--- src/sv/swk_pkg.sv ---
// ----------------------------------------------------------------------------
// swk_pkg - shared types and constants for the swerve wheel kinematics block
// Widths of the datapath, register indexes, sequencer states and the
// arctangent table used by the CORDIC unit.
// ----------------------------------------------------------------------------
package swk_pkg;

    // stream payload widths
    localparam int IN_FIELD_W  = 16;
    localparam int IN_TDATA_W  = 48;   // three 16 bit fields
    localparam int OUT_TDATA_W = 40;   // 18 + 16 bits, padded to whole bytes
    localparam int IDX_W       = 3;    // wheel_index
    localparam int SPEED_W     = 18;
    localparam int ANGLE_W     = 16;

    // configuration port
    localparam int CFG_ADDR_W = 3;
    localparam int CFG_W      = 10;

    localparam logic [CFG_ADDR_W-1:0] CFG_FRONT_AXLE_X      = 3'd0;
    localparam logic [CFG_ADDR_W-1:0] CFG_MIDDLE_AXLE_X     = 3'd1;
    localparam logic [CFG_ADDR_W-1:0] CFG_REAR_AXLE_X       = 3'd2;
    localparam logic [CFG_ADDR_W-1:0] CFG_FRONT_HALF_TRACK  = 3'd3;
    localparam logic [CFG_ADDR_W-1:0] CFG_MIDDLE_HALF_TRACK = 3'd4;
    localparam logic [CFG_ADDR_W-1:0] CFG_REAR_HALF_TRACK   = 3'd5;

    // datapath widths
    localparam int V_W     = 19;   // wheel velocity components, signed Q.8
    localparam int PROD_W  = 38;   // shared multiplier result
    localparam int SQ_W    = 36;   // sum of squares, unsigned
    localparam int SQ_ITER = 18;   // one root bit per iteration
    localparam int SQ_CNT_W = 5;
    localparam int C_W     = 21;   // CORDIC x and y
    localparam int Z_W     = 24;   // CORDIC angle, signed Q.20
    localparam int TAB_W   = 5;    // arctangent table index

    localparam logic signed [Z_W-1:0]  HALF_PI_Q20 = 24'sd1647099;
    localparam logic signed [Z_W-1:0]  ROUND_Q7    = 24'sd64;
    localparam logic signed [16:0]     ANGLE_LIM   = 17'sd25736;

    // sequencer states
    typedef enum logic [2:0] {
        ST_IDLE,
        ST_MUL_PY,
        ST_MUL_PX,
        ST_SQ_X,
        ST_SQ_Y,
        ST_SUM,
        ST_RUN,
        ST_OUT
    } t_swk_state;

    // arctangent of 2^-i in Q.20, rounded
    function automatic logic signed [Z_W-1:0] atan_q20(input logic [TAB_W-1:0] i);
        logic signed [Z_W-1:0] v;
        case (i)
            5'd0:    v = 24'sd823550;
            5'd1:    v = 24'sd486170;
            5'd2:    v = 24'sd256879;
            5'd3:    v = 24'sd130396;
            5'd4:    v = 24'sd65451;
            5'd5:    v = 24'sd32757;
            5'd6:    v = 24'sd16383;
            5'd7:    v = 24'sd8192;
            5'd8:    v = 24'sd4096;
            5'd9:    v = 24'sd2048;
            5'd10:   v = 24'sd1024;
            5'd11:   v = 24'sd512;
            5'd12:   v = 24'sd256;
            5'd13:   v = 24'sd128;
            5'd14:   v = 24'sd64;
            5'd15:   v = 24'sd32;
            5'd16:   v = 24'sd16;
            5'd17:   v = 24'sd8;
            5'd18:   v = 24'sd4;
            5'd19:   v = 24'sd2;
            5'd20:   v = 24'sd1;
            default: v = 24'sd0;
        endcase
        return v;
    endfunction

endpackage

--- src/sv/swk_sqrt.sv ---
// ----------------------------------------------------------------------------
// swk_sqrt - iterative integer square root
// Digit-by-digit root of a 36 bit radicand, one result bit per cycle.
// ----------------------------------------------------------------------------
module swk_sqrt (
    input  logic                      i_clk,
    input  logic                      i_rst_n,
    input  logic                      i_start,
    input  logic [swk_pkg::SQ_W-1:0]  i_radicand,
    output logic                      o_busy,
    output logic [swk_pkg::SPEED_W-1:0] o_root
);
    import swk_pkg::*;

    logic [SQ_W-1:0]     r_n, n_n;
    logic [SQ_W-1:0]     r_r, n_r;
    logic [SQ_W-1:0]     r_bit, n_bit;
    logic [SQ_CNT_W-1:0] r_cnt, n_cnt;
    logic                r_busy, n_busy;
    logic [SQ_W-1:0]     trial;

    // compare the remainder against root plus current bit
    always_comb begin
        trial  = r_r + r_bit;
        n_n    = r_n;
        n_r    = r_r;
        n_bit  = r_bit;
        n_cnt  = r_cnt;
        n_busy = r_busy;
        if (i_start) begin
            n_n    = i_radicand;
            n_r    = '0;
            n_bit  = SQ_W'(1) << (SQ_W - 2);
            n_cnt  = SQ_CNT_W'(SQ_ITER - 1);
            n_busy = 1'b1;
        end else if (r_busy) begin
            if (r_n >= trial) begin
                n_n = r_n - trial;
                n_r = (r_r >> 1) + r_bit;
            end else begin
                n_r = r_r >> 1;
            end
            n_bit = r_bit >> 2;
            n_cnt = r_cnt - SQ_CNT_W'(1);
            if (r_cnt == '0) begin
                n_busy = 1'b0;
            end
        end
    end

    // hold busy under reset, datapath free-running
    always_ff @(posedge i_clk) begin
        if (!i_rst_n) begin
            r_busy <= 1'b0;
        end else begin
            r_busy <= n_busy;
        end
        r_n   <= n_n;
        r_r   <= n_r;
        r_bit <= n_bit;
        r_cnt <= n_cnt;
    end

    assign o_busy = r_busy;
    // the root of a 36 bit value never exceeds 18 bits, so no saturation occurs
    assign o_root = r_r[SPEED_W-1:0];

endmodule

--- src/sv/swk_cordic.sv ---
// ----------------------------------------------------------------------------
// swk_cordic - iterative vectoring CORDIC for atan2
// Pre-rotates the left half plane by a quarter turn, then runs one
// shift-add micro-rotation per cycle and rounds the angle to Q3.13.
// ----------------------------------------------------------------------------
module swk_cordic #(
    parameter int CORDIC_STEPS = 16
) (
    input  logic                              i_clk,
    input  logic                              i_rst_n,
    input  logic                              i_start,
    input  logic signed [swk_pkg::V_W-1:0]    i_vx,
    input  logic signed [swk_pkg::V_W-1:0]    i_vy,
    output logic                              o_busy,
    output logic signed [swk_pkg::ANGLE_W-1:0] o_angle
);
    import swk_pkg::*;

    localparam int STEP_W = $clog2(CORDIC_STEPS);

    logic signed [C_W-1:0] r_x, n_x;
    logic signed [C_W-1:0] r_y, n_y;
    logic signed [Z_W-1:0] r_z, n_z;
    logic [STEP_W-1:0]     r_step, n_step;
    logic                  r_busy, n_busy;
    logic                  r_zero, n_zero;

    logic signed [C_W-1:0] vx_ext, vy_ext;
    logic signed [C_W-1:0] xs, ys;
    logic                  y_pos;
    logic signed [Z_W-1:0] z_rnd;
    logic signed [16:0]    z_q13;
    logic signed [16:0]    z_clamp;

    assign vx_ext = C_W'(i_vx);
    assign vy_ext = C_W'(i_vy);
    assign xs     = r_x >>> r_step;
    assign ys     = r_y >>> r_step;
    assign y_pos  = !r_y[C_W-1] && (r_y != '0);

    // load with quarter-turn pre-rotation, then rotate toward the x axis
    always_comb begin
        n_x    = r_x;
        n_y    = r_y;
        n_z    = r_z;
        n_step = r_step;
        n_busy = r_busy;
        n_zero = r_zero;
        if (i_start) begin
            n_step = '0;
            n_busy = 1'b1;
            n_zero = (i_vx == '0) && (i_vy == '0);
            if (i_vx[V_W-1]) begin
                if (!i_vy[V_W-1]) begin
                    n_x = vy_ext;
                    n_y = -vx_ext;
                    n_z = HALF_PI_Q20;
                end else begin
                    n_x = -vy_ext;
                    n_y = vx_ext;
                    n_z = -HALF_PI_Q20;
                end
            end else begin
                n_x = vx_ext;
                n_y = vy_ext;
                n_z = '0;
            end
        end else if (r_busy) begin
            if (y_pos) begin
                n_x = r_x + ys;
                n_y = r_y - xs;
                n_z = r_z + atan_q20(TAB_W'(r_step));
            end else begin
                n_x = r_x - ys;
                n_y = r_y + xs;
                n_z = r_z - atan_q20(TAB_W'(r_step));
            end
            n_step = r_step + STEP_W'(1);
            if (r_step == STEP_W'(CORDIC_STEPS - 1)) begin
                n_busy = 1'b0;
            end
        end
    end

    always_ff @(posedge i_clk) begin
        if (!i_rst_n) begin
            r_busy <= 1'b0;
        end else begin
            r_busy <= n_busy;
        end
        r_x    <= n_x;
        r_y    <= n_y;
        r_z    <= n_z;
        r_step <= n_step;
        r_zero <= n_zero;
    end

    // round half up to Q.13 and clamp to plus or minus pi
    always_comb begin
        z_rnd = r_z + ROUND_Q7;
        z_q13 = z_rnd[Z_W-1:7];
        if (z_q13 > ANGLE_LIM) begin
            z_clamp = ANGLE_LIM;
        end else if (z_q13 < -ANGLE_LIM) begin
            z_clamp = -ANGLE_LIM;
        end else begin
            z_clamp = z_q13;
        end
    end

    assign o_busy  = r_busy;
    assign o_angle = r_zero ? '0 : z_clamp[ANGLE_W-1:0];

endmodule

--- src/sv/swerve_wheel_kinematics.sv ---
// Sequence: per wheel, the shared multiplier and load states (MUL_PY, MUL_PX, SQ_X, SQ_Y,
// SUM), then root and CORDIC in parallel, then the load of the output register.
// A new command is taken only after the last wheel's result is loaded, paced by the
// shared multiplier and the iterative units; a held result register stalls the sequencer.
// Reset: synchronous active low; clears sequencer and handshakes, loads geometry reset values.
// ----------------------------------------------------------------------------
// swerve_wheel_kinematics - inverse kinematics for a swerve drive
// Turns one body velocity command into a speed and steering angle per
// wheel, using one shared multiplier, an iterative root and a CORDIC.
// ----------------------------------------------------------------------------
module swerve_wheel_kinematics #(
    parameter int NUM_WHEELS   = 6,
    parameter int CORDIC_STEPS = 16
) (
    input  logic                                i_clk,
    input  logic                                i_rst_n,
    // configuration write port
    input  logic                                i_cfg_we,
    input  logic [swk_pkg::CFG_ADDR_W-1:0]      i_cfg_addr,
    input  logic [swk_pkg::CFG_W-1:0]           i_cfg_wdata,
    // command stream
    input  logic                                i_s_axis_tvalid,
    output logic                                o_s_axis_tready,
    // [15:0] linear_x, [31:16] linear_y, [47:32] angular_z
    input  logic [swk_pkg::IN_TDATA_W-1:0]      i_s_axis_tdata,
    // wheel result stream
    output logic                                o_m_axis_tvalid,
    input  logic                                i_m_axis_tready,
    // [17:0] wheel_speed, [33:18] heading, [39:34] zero
    output logic [swk_pkg::OUT_TDATA_W-1:0]     o_m_axis_tdata,
    // [2:0] wheel_index
    output logic [swk_pkg::IDX_W-1:0]           o_m_axis_tuser,
    output logic                                o_m_axis_tlast
);
    import swk_pkg::*;

    localparam int WHL_W = (NUM_WHEELS > 1) ? $clog2(NUM_WHEELS) : 1;

    t_swk_state r_state, n_state;

    // geometry registers
    logic signed [CFG_W-1:0] r_front_x, r_middle_x, r_rear_x;
    logic signed [CFG_W-1:0] r_front_t, r_middle_t, r_rear_t;

    // command and per-wheel datapath
    logic signed [IN_FIELD_W-1:0] r_lx, r_ly, r_wz;
    logic [WHL_W-1:0]             r_wheel, n_wheel;
    logic signed [PROD_W-1:0]     r_prod;
    logic signed [V_W-1:0]        r_vx, r_vy;
    logic [SQ_W-1:0]              r_acc;

    // output register
    logic                         r_out_valid, n_out_valid;
    logic [SPEED_W-1:0]           r_out_speed;
    logic signed [ANGLE_W-1:0]    r_out_angle;
    logic [IDX_W-1:0]             r_out_wheel;
    logic                         r_out_last;

    logic [WHL_W-1:0]             pair_idx;
    logic signed [CFG_W-1:0]      px_sel, pt_sel;
    logic signed [CFG_W:0]        py_sel;
    logic signed [V_W-1:0]        mul_a, mul_b;
    logic signed [PROD_W-1:0]     mul_p;
    logic                         in_fire, out_slot_free, load_out, wheel_last;
    logic                         sqrt_start, sqrt_busy, cordic_busy;
    logic [SQ_W-1:0]              sum_sq;
    logic [SPEED_W-1:0]           root;
    logic signed [ANGLE_W-1:0]    angle;

    assign in_fire       = i_s_axis_tvalid && o_s_axis_tready;
    assign out_slot_free = !r_out_valid || i_m_axis_tready;
    assign wheel_last    = (r_wheel == WHL_W'(NUM_WHEELS - 1));

    // pick the wheel position: front, middle, then rear for every later pair
    always_comb begin
        pair_idx = r_wheel >> 1;
        if (pair_idx == '0) begin
            px_sel = r_front_x;
            pt_sel = r_front_t;
        end else if (pair_idx == WHL_W'(1)) begin
            px_sel = r_middle_x;
            pt_sel = r_middle_t;
        end else begin
            px_sel = r_rear_x;
            pt_sel = r_rear_t;
        end
        // right wheels take the negated half track
        if (r_wheel[0]) begin
            py_sel = -(CFG_W + 1)'(pt_sel);
        end else begin
            py_sel = (CFG_W + 1)'(pt_sel);
        end
    end

    // shared multiplier operand select
    always_comb begin
        case (r_state)
            ST_MUL_PY: begin
                mul_a = V_W'(py_sel);
                mul_b = V_W'(r_wz);
            end
            ST_MUL_PX: begin
                mul_a = V_W'(px_sel);
                mul_b = V_W'(r_wz);
            end
            ST_SQ_X: begin
                mul_a = r_vx;
                mul_b = r_vx;
            end
            ST_SQ_Y: begin
                mul_a = r_vy;
                mul_b = r_vy;
            end
            default: begin
                mul_a = '0;
                mul_b = '0;
            end
        endcase
    end

    assign mul_p  = mul_a * mul_b;
    assign sum_sq = r_acc + r_prod[SQ_W-1:0];

    // sequencer: next state and strobes
    always_comb begin
        n_state     = r_state;
        n_wheel     = r_wheel;
        n_out_valid = r_out_valid;
        sqrt_start  = 1'b0;
        load_out    = 1'b0;
        if (r_out_valid && i_m_axis_tready) begin
            n_out_valid = 1'b0;
        end
        case (r_state)
            ST_IDLE: begin
                if (in_fire) begin
                    n_wheel = '0;
                    n_state = ST_MUL_PY;
                end
            end
            ST_MUL_PY: n_state = ST_MUL_PX;
            ST_MUL_PX: n_state = ST_SQ_X;
            ST_SQ_X:   n_state = ST_SQ_Y;
            ST_SQ_Y:   n_state = ST_SUM;
            ST_SUM: begin
                sqrt_start = 1'b1;
                n_state    = ST_RUN;
            end
            ST_RUN: begin
                if (!sqrt_busy && !cordic_busy) begin
                    n_state = ST_OUT;
                end
            end
            ST_OUT: begin
                if (out_slot_free) begin
                    load_out    = 1'b1;
                    n_out_valid = 1'b1;
                    if (wheel_last) begin
                        n_state = ST_IDLE;
                    end else begin
                        n_wheel = r_wheel + WHL_W'(1);
                        n_state = ST_MUL_PY;
                    end
                end
            end
            default: n_state = ST_IDLE;
        endcase
    end

    // state and handshake registers
    always_ff @(posedge i_clk) begin
        if (!i_rst_n) begin
            r_state     <= ST_IDLE;
            r_out_valid <= 1'b0;
            r_wheel     <= '0;
        end else begin
            r_state     <= n_state;
            r_out_valid <= n_out_valid;
            r_wheel     <= n_wheel;
        end
    end

    // geometry register writes; out of range indexes drop
    always_ff @(posedge i_clk) begin
        if (!i_rst_n) begin
            r_front_x  <= 10'sd128;
            r_middle_x <= 10'sd0;
            r_rear_x   <= -10'sd128;
            r_front_t  <= 10'sd128;
            r_middle_t <= 10'sd0;
            r_rear_t   <= 10'sd128;
        end else if (i_cfg_we) begin
            case (i_cfg_addr)
                CFG_FRONT_AXLE_X:      r_front_x  <= i_cfg_wdata;
                CFG_MIDDLE_AXLE_X:     r_middle_x <= i_cfg_wdata;
                CFG_REAR_AXLE_X:       r_rear_x   <= i_cfg_wdata;
                CFG_FRONT_HALF_TRACK:  r_front_t  <= i_cfg_wdata;
                CFG_MIDDLE_HALF_TRACK: r_middle_t <= i_cfg_wdata;
                CFG_REAR_HALF_TRACK:   r_rear_t   <= i_cfg_wdata;
                default: ;
            endcase
        end
    end

    // datapath: capture the command, products, wheel velocity, x square and output result
    always_ff @(posedge i_clk) begin
        if (in_fire) begin
            r_lx <= i_s_axis_tdata[15:0];
            r_ly <= i_s_axis_tdata[31:16];
            r_wz <= i_s_axis_tdata[47:32];
        end
        r_prod <= mul_p;
        // floor of each product to Q.8 is the bit slice above the fraction
        if (r_state == ST_MUL_PX) begin
            r_vx <= V_W'(r_lx) - r_prod[V_W+7:8];
        end
        if (r_state == ST_SQ_X) begin
            r_vy <= V_W'(r_ly) + r_prod[V_W+7:8];
        end
        if (r_state == ST_SQ_Y) begin
            r_acc <= r_prod[SQ_W-1:0];
        end
        if (load_out) begin
            r_out_speed <= root;
            r_out_angle <= angle;
            r_out_wheel <= IDX_W'(r_wheel);
            r_out_last  <= wheel_last;
        end
    end

    swk_sqrt u_sqrt (
        .i_clk      (i_clk),
        .i_rst_n    (i_rst_n),
        .i_start    (sqrt_start),
        .i_radicand (sum_sq),
        .o_busy     (sqrt_busy),
        .o_root     (root)
    );

    swk_cordic #(
        .CORDIC_STEPS (CORDIC_STEPS)
    ) u_cordic (
        .i_clk   (i_clk),
        .i_rst_n (i_rst_n),
        .i_start (sqrt_start),
        .i_vx    (r_vx),
        .i_vy    (r_vy),
        .o_busy  (cordic_busy),
        .o_angle (angle)
    );

    assign o_s_axis_tready = (r_state == ST_IDLE);
    assign o_m_axis_tvalid = r_out_valid;
    assign o_m_axis_tdata  = {{(OUT_TDATA_W - SPEED_W - ANGLE_W){1'b0}}, r_out_angle,
                              r_out_speed};
    assign o_m_axis_tuser  = r_out_wheel;
    assign o_m_axis_tlast  = r_out_last;

`ifndef SYNTHESIS
    a_busy_after_accept: assert property (@(posedge i_clk) disable iff (!i_rst_n)
        in_fire |=> !o_s_axis_tready)
        else $error("block still ready after taking a command");

    a_units_idle_when_ready: assert property (@(posedge i_clk) disable iff (!i_rst_n)
        o_s_axis_tready |-> (!sqrt_busy && !cordic_busy))
        else $error("root or CORDIC unit busy while waiting for a command");

    a_last_on_final_wheel: assert property (@(posedge i_clk) disable iff (!i_rst_n)
        (o_m_axis_tvalid && o_m_axis_tlast) |-> (o_m_axis_tuser == IDX_W'(NUM_WHEELS - 1)))
        else $error("last flag on a wheel other than the final one");

    a_wheel_in_range: assert property (@(posedge i_clk) disable iff (!i_rst_n)
        o_m_axis_tvalid |-> (o_m_axis_tuser <= IDX_W'(NUM_WHEELS - 1)))
        else $error("wheel index beyond the wheel count");
`endif

endmodule
--- config.mk ---
export PLATFORM = sky130hd
export DESIGN_NAME = swerve_wheel_kinematics
export DESIGN_NICKNAME = d
export VERILOG_FILES = /design/src/sv/swk_pkg.sv /design/src/sv/swk_sqrt.sv /design/src/sv/swk_cordic.sv /design/src/sv/swerve_wheel_kinematics.sv
export SDC_FILE = /design/constraint.sdc
export NUM_CORES = 2
export LEC_CHECK = 0
export ABC_CLOCK_PERIOD_IN_PS = 9930
export BUFFER_PORTS_ARGS = -buffer_cell sky130_fd_sc_hd__buf_2
export CORE_AREA = 3 3 428 430
export DETAILED_ROUTE_END_ITERATION = 12
export DIE_AREA = 0 0 431 433
export SLEW_MARGIN = 20
export SYNTH_ARGS = -nofsm -noshare
export SYNTH_HDL_FRONTEND = slang
export SYNTH_SLANG_ARGS = --single-unit
export TNS_END_PERCENT = 50
--- constraint.sdc ---
create_clock -name i_clk -period 9.93 [get_ports i_clk]
set_input_delay 0 -clock i_clk [delete_from_list [all_inputs] [get_ports i_clk]]
set_output_delay 0 -clock i_clk [all_outputs]
set_load 0.005 [all_outputs]
==> results.md <==
* Clock Pin Slew Worst Setup and Hold Paths at 0.06 ns
* Skew-Pair Late Insertion Delay at 0.64 ns
* DP Cell Count at 7,329
* GP Congestion at 0.938
* Combinational fraction of design power at 0.535
* Max IR drop VDD at 0.000151 V
* P_sw at 4.53 mW
* Critical Path AT at 9.80 ns
* M2 GR Usage at 0.243
* Initial DRC Count at 2,611
* Worst min path class: in2reg
* Setup CP Type: reg2reg
* Worst Setup Start Kind: register
* CTS tree: yes
* Ys flop type: edfxtp_1
* Crit share post-route at 0.931
* # DRC at 0
* Die area at 187,000 µm²
* Leak at 20.9 nW
* Count leader, synth: nand2_1
* Cell Area, Synth at 44,900 µm²
* Area leader, netlist: edfxtp_1
* Post-Route WL at 134,000 µm
* CTS Buffer Depth at 3
* Rel. slew slack at 0.297
* RSZ-0062 raised after global routing: no
* ANT nets after route at 0
* Share of cells above drive strength 1 at 0.0738
* Clk sink count at 451
* Clock power share at 0.190
* TritonRoute pass-1 iters at 5
* EDFF count, synth at 263
* Vias per inst at 4.88
* Internal power at 5.93 mW
* Clk_skew at 0.0352 ns
* M3 GR Usage at 0.0193
* Crit path max-delay cell type: dfxtp_1
* WL per Instance at 17.9 µm
* CTS root buf: clkbuf_16
* Fill cells at 19,053
* Syn avg cell area at 9.00 µm²
* Congestion Overflow GR at 0
* First-pass GRT wire length at 210,000 µm
* Area of the multi-input gates at 30,600 µm²
* TNS Setup at 0 ns
* Sequential cell area at 11,700 µm²
* Number of distinct library cells after synthesis at 90
* Largest net degree at the start of global routing at 81
* IO buf count at 105
* Async SR Flop Fraction at 0
* Switching share of power at 0.433
* CTS Buf Count at 51
* Endpoint class of the critical path: register
* Die Height at 433 µm
* Pins Over Slew Limit at 0
* Post-layout minimum cycle time at 9.24 ns
* Rows at 156
* Post-synth top area share at 0.176
* Initial Utilization at 0.249
* Most frequent CP cell: fa_1
* Pre-CTS WS at 0.572 ns
* Sequential-to-total area share from yosys stat at 0.260
* Ant. Diodes at 0
* Busiest grt layer: met2
* Share of power burned in registers at 0.276
* Final hold vios at 0
* GR Util met1 at 0.179
* Status: complete, no violations
* H-Tree Depth at 2
* Core Region at 180,000 µm²
* PwrDens at 207 nW/µm²
* Final worst slack at 0.689 ns
* Crit path largest cell delay at 0.58 ns
* Hpwl dp at 105,000 µm
* NumNets Final at 5,841
* Via Count at 36,577
* Final Setup Violations at 0
* Crit Path Max Fanout at 22
* Slew @ Worst Pin at 1.04 ns
* Yosys warnings at 0
* Worst hold margin at 0.0370 ns
* Crit path required time at 10.49 ns
* Top post-synthesis cells by count: nand2_1 (596), inv_1 (496), nor2_1 (472)
* Width of the die at 431 µm
* Syn Inst Count at 4,991
* Ports at 112
* Antenna violations before repair at 1
* Ranking of synthesized cells by area: edfxtp_1 (18%), fa_1 (16%), ha_1 (9.3%)
* Max Clock Freq at 108 MHz
* Post-route insts no fill at 7,492
* Area growth, synth to finish at 12.6%
* Max_cap viols at 0
* Flops & latches, synth at 451
* Vias in the first global route at 36,465
* Total GRT Usage at 0.142
[worst paths after layout]
kind	from	endpoint	slack, ns	cells after the start
worst max-delay path	r_wheel[1]$_SDFFE_PN0P_	r_prod[35]$_DFF_P_	0.69	31
worst min-delay path	i_cfg_we	r_middle_t[4]$_SDFFE_PN0P_	0.04	4
worst max register to register	r_wheel[1]$_SDFFE_PN0P_	r_prod[35]$_DFF_P_	0.69	31
worst min register to register	r_prod[4]$_DFF_P_	r_acc[4]$_DFFE_PN_	0.45	0
[registers in the layout, indices dropped and copies added (netlist names), 18 cells and up, named ones only]
register and count:
r_out_speed 18, r_vy 19, r_vx 19, u_cordic.r_y 21, u_cordic.r_z 24, r_prod 36
u_sqrt.r_bit 18, u_sqrt.r_r 36, r_acc 36, u_cordic.r_x 21, u_sqrt.r_n 36
[worst max-delay path, delay by kind of cell, from the launching register on]
family / cells / cell delay [ns]
buffers and inverters: 3 / 0.18
flip-flops: 1 / 0.58
adder cells (fa/ha/maj): 9 / 3.75
multiplexers: 1 / 0.25
AO/OA/AOI/OAI: 15 / 3.94
AND/OR/NAND/NOR: 3 / 0.45
[kinds of logic after synthesis]
kind of cell               after synthesis  share of synthesized area
and+or+nand+nor                       1522                      0.151
AOI/OAI and AO/OA                     1125                      0.161
buffers and inverters                  707                     0.0605
adders and majority gates              697                      0.255
DFF                                    451                      0.260
xor gates and xnor gates               345                     0.0673
muxes                                  143                     0.0462
other                                    1                  0.0000835
[power groups by stage]
stage / clock network (mW) / registers, mW / logic [mW]
after floorplan: 0 / 2.65 / 4.33
after global placement: 0 / 2.91 / 5.41
after detailed placement: 0 / 2.91 / 5.48
after CTS: 2.04 / 2.88 / 5.56
after global routing: 2.11 / 2.92 / 6.26
final: 1.98 / 2.89 / 5.59
[cell type report]
type	count	area share
sequential	451	0.231
tap	2370	0.0586
inverter	498	0.0370
multi-input combinational	3838	0.606
clock inverter	35	0.00750
timing repair buffer	239	0.0336
clock buffer	61	0.0268
[metal layers]
metal	part of all wire	wire, µm
met5	0	0
met3	0.056	7550
met1	0.42	56500
met4	0.044	5970
met2	0.48	64300
[layout by cell type (no fill, tap or decap), drive strengths merged, types with 21 or more instances in the layout]
cell         synthesis  layout
a211oi              31      31
a21boi              76      76
a21o                81      81
a21oi              279     279
a31oi               59      59
and2                45      45
and3                37      37
buf                 40     172
clkbuf             169      61
dfxtp              188     188
dlygate4sd3          0      67
edfxtp             263     263
fa                 362     362
ha                 334     334
inv                496     510
mux2i               79      79
mux4                46      46
nand2              596     596
nand2b              56      56
nand3               79      79
nor2               474     474
nor2b               43      43
nor3                68      68
o211ai              51      51
o21a                46      46
o21ai              267     267
o21bai              39      39
o31ai               32      32
or2                 21      21
or3                 33      33
xnor2              200     200
xor2               145     145
[what timing repair did]
item / in CTS / in global routing
setup endpoints to repair: 0 / 3
setup buffers: 0 / 0
resized for setup: 0 / 4
hold endpoints to repair: 111 / 0
hold buffers: 67 / 0
[stage by stage]
| stage | total power [mW] | util | cell area (µm²) |
|---|---|---|---|
| after CTS | 10.5 | 0.281 | 50500 |
| final | 10.5 | 0.281 | 50600 |
| after detailed placement | 8.40 | 0.267 | 48100 |
| after global routing | 11.3 | 0.281 | 50600 |
| after global placement | 8.31 | 0.267 | 48100 |
| after floorplan | 6.98 | - | 44900 |
No activity file was read; power rests on OpenSTA's default activity.
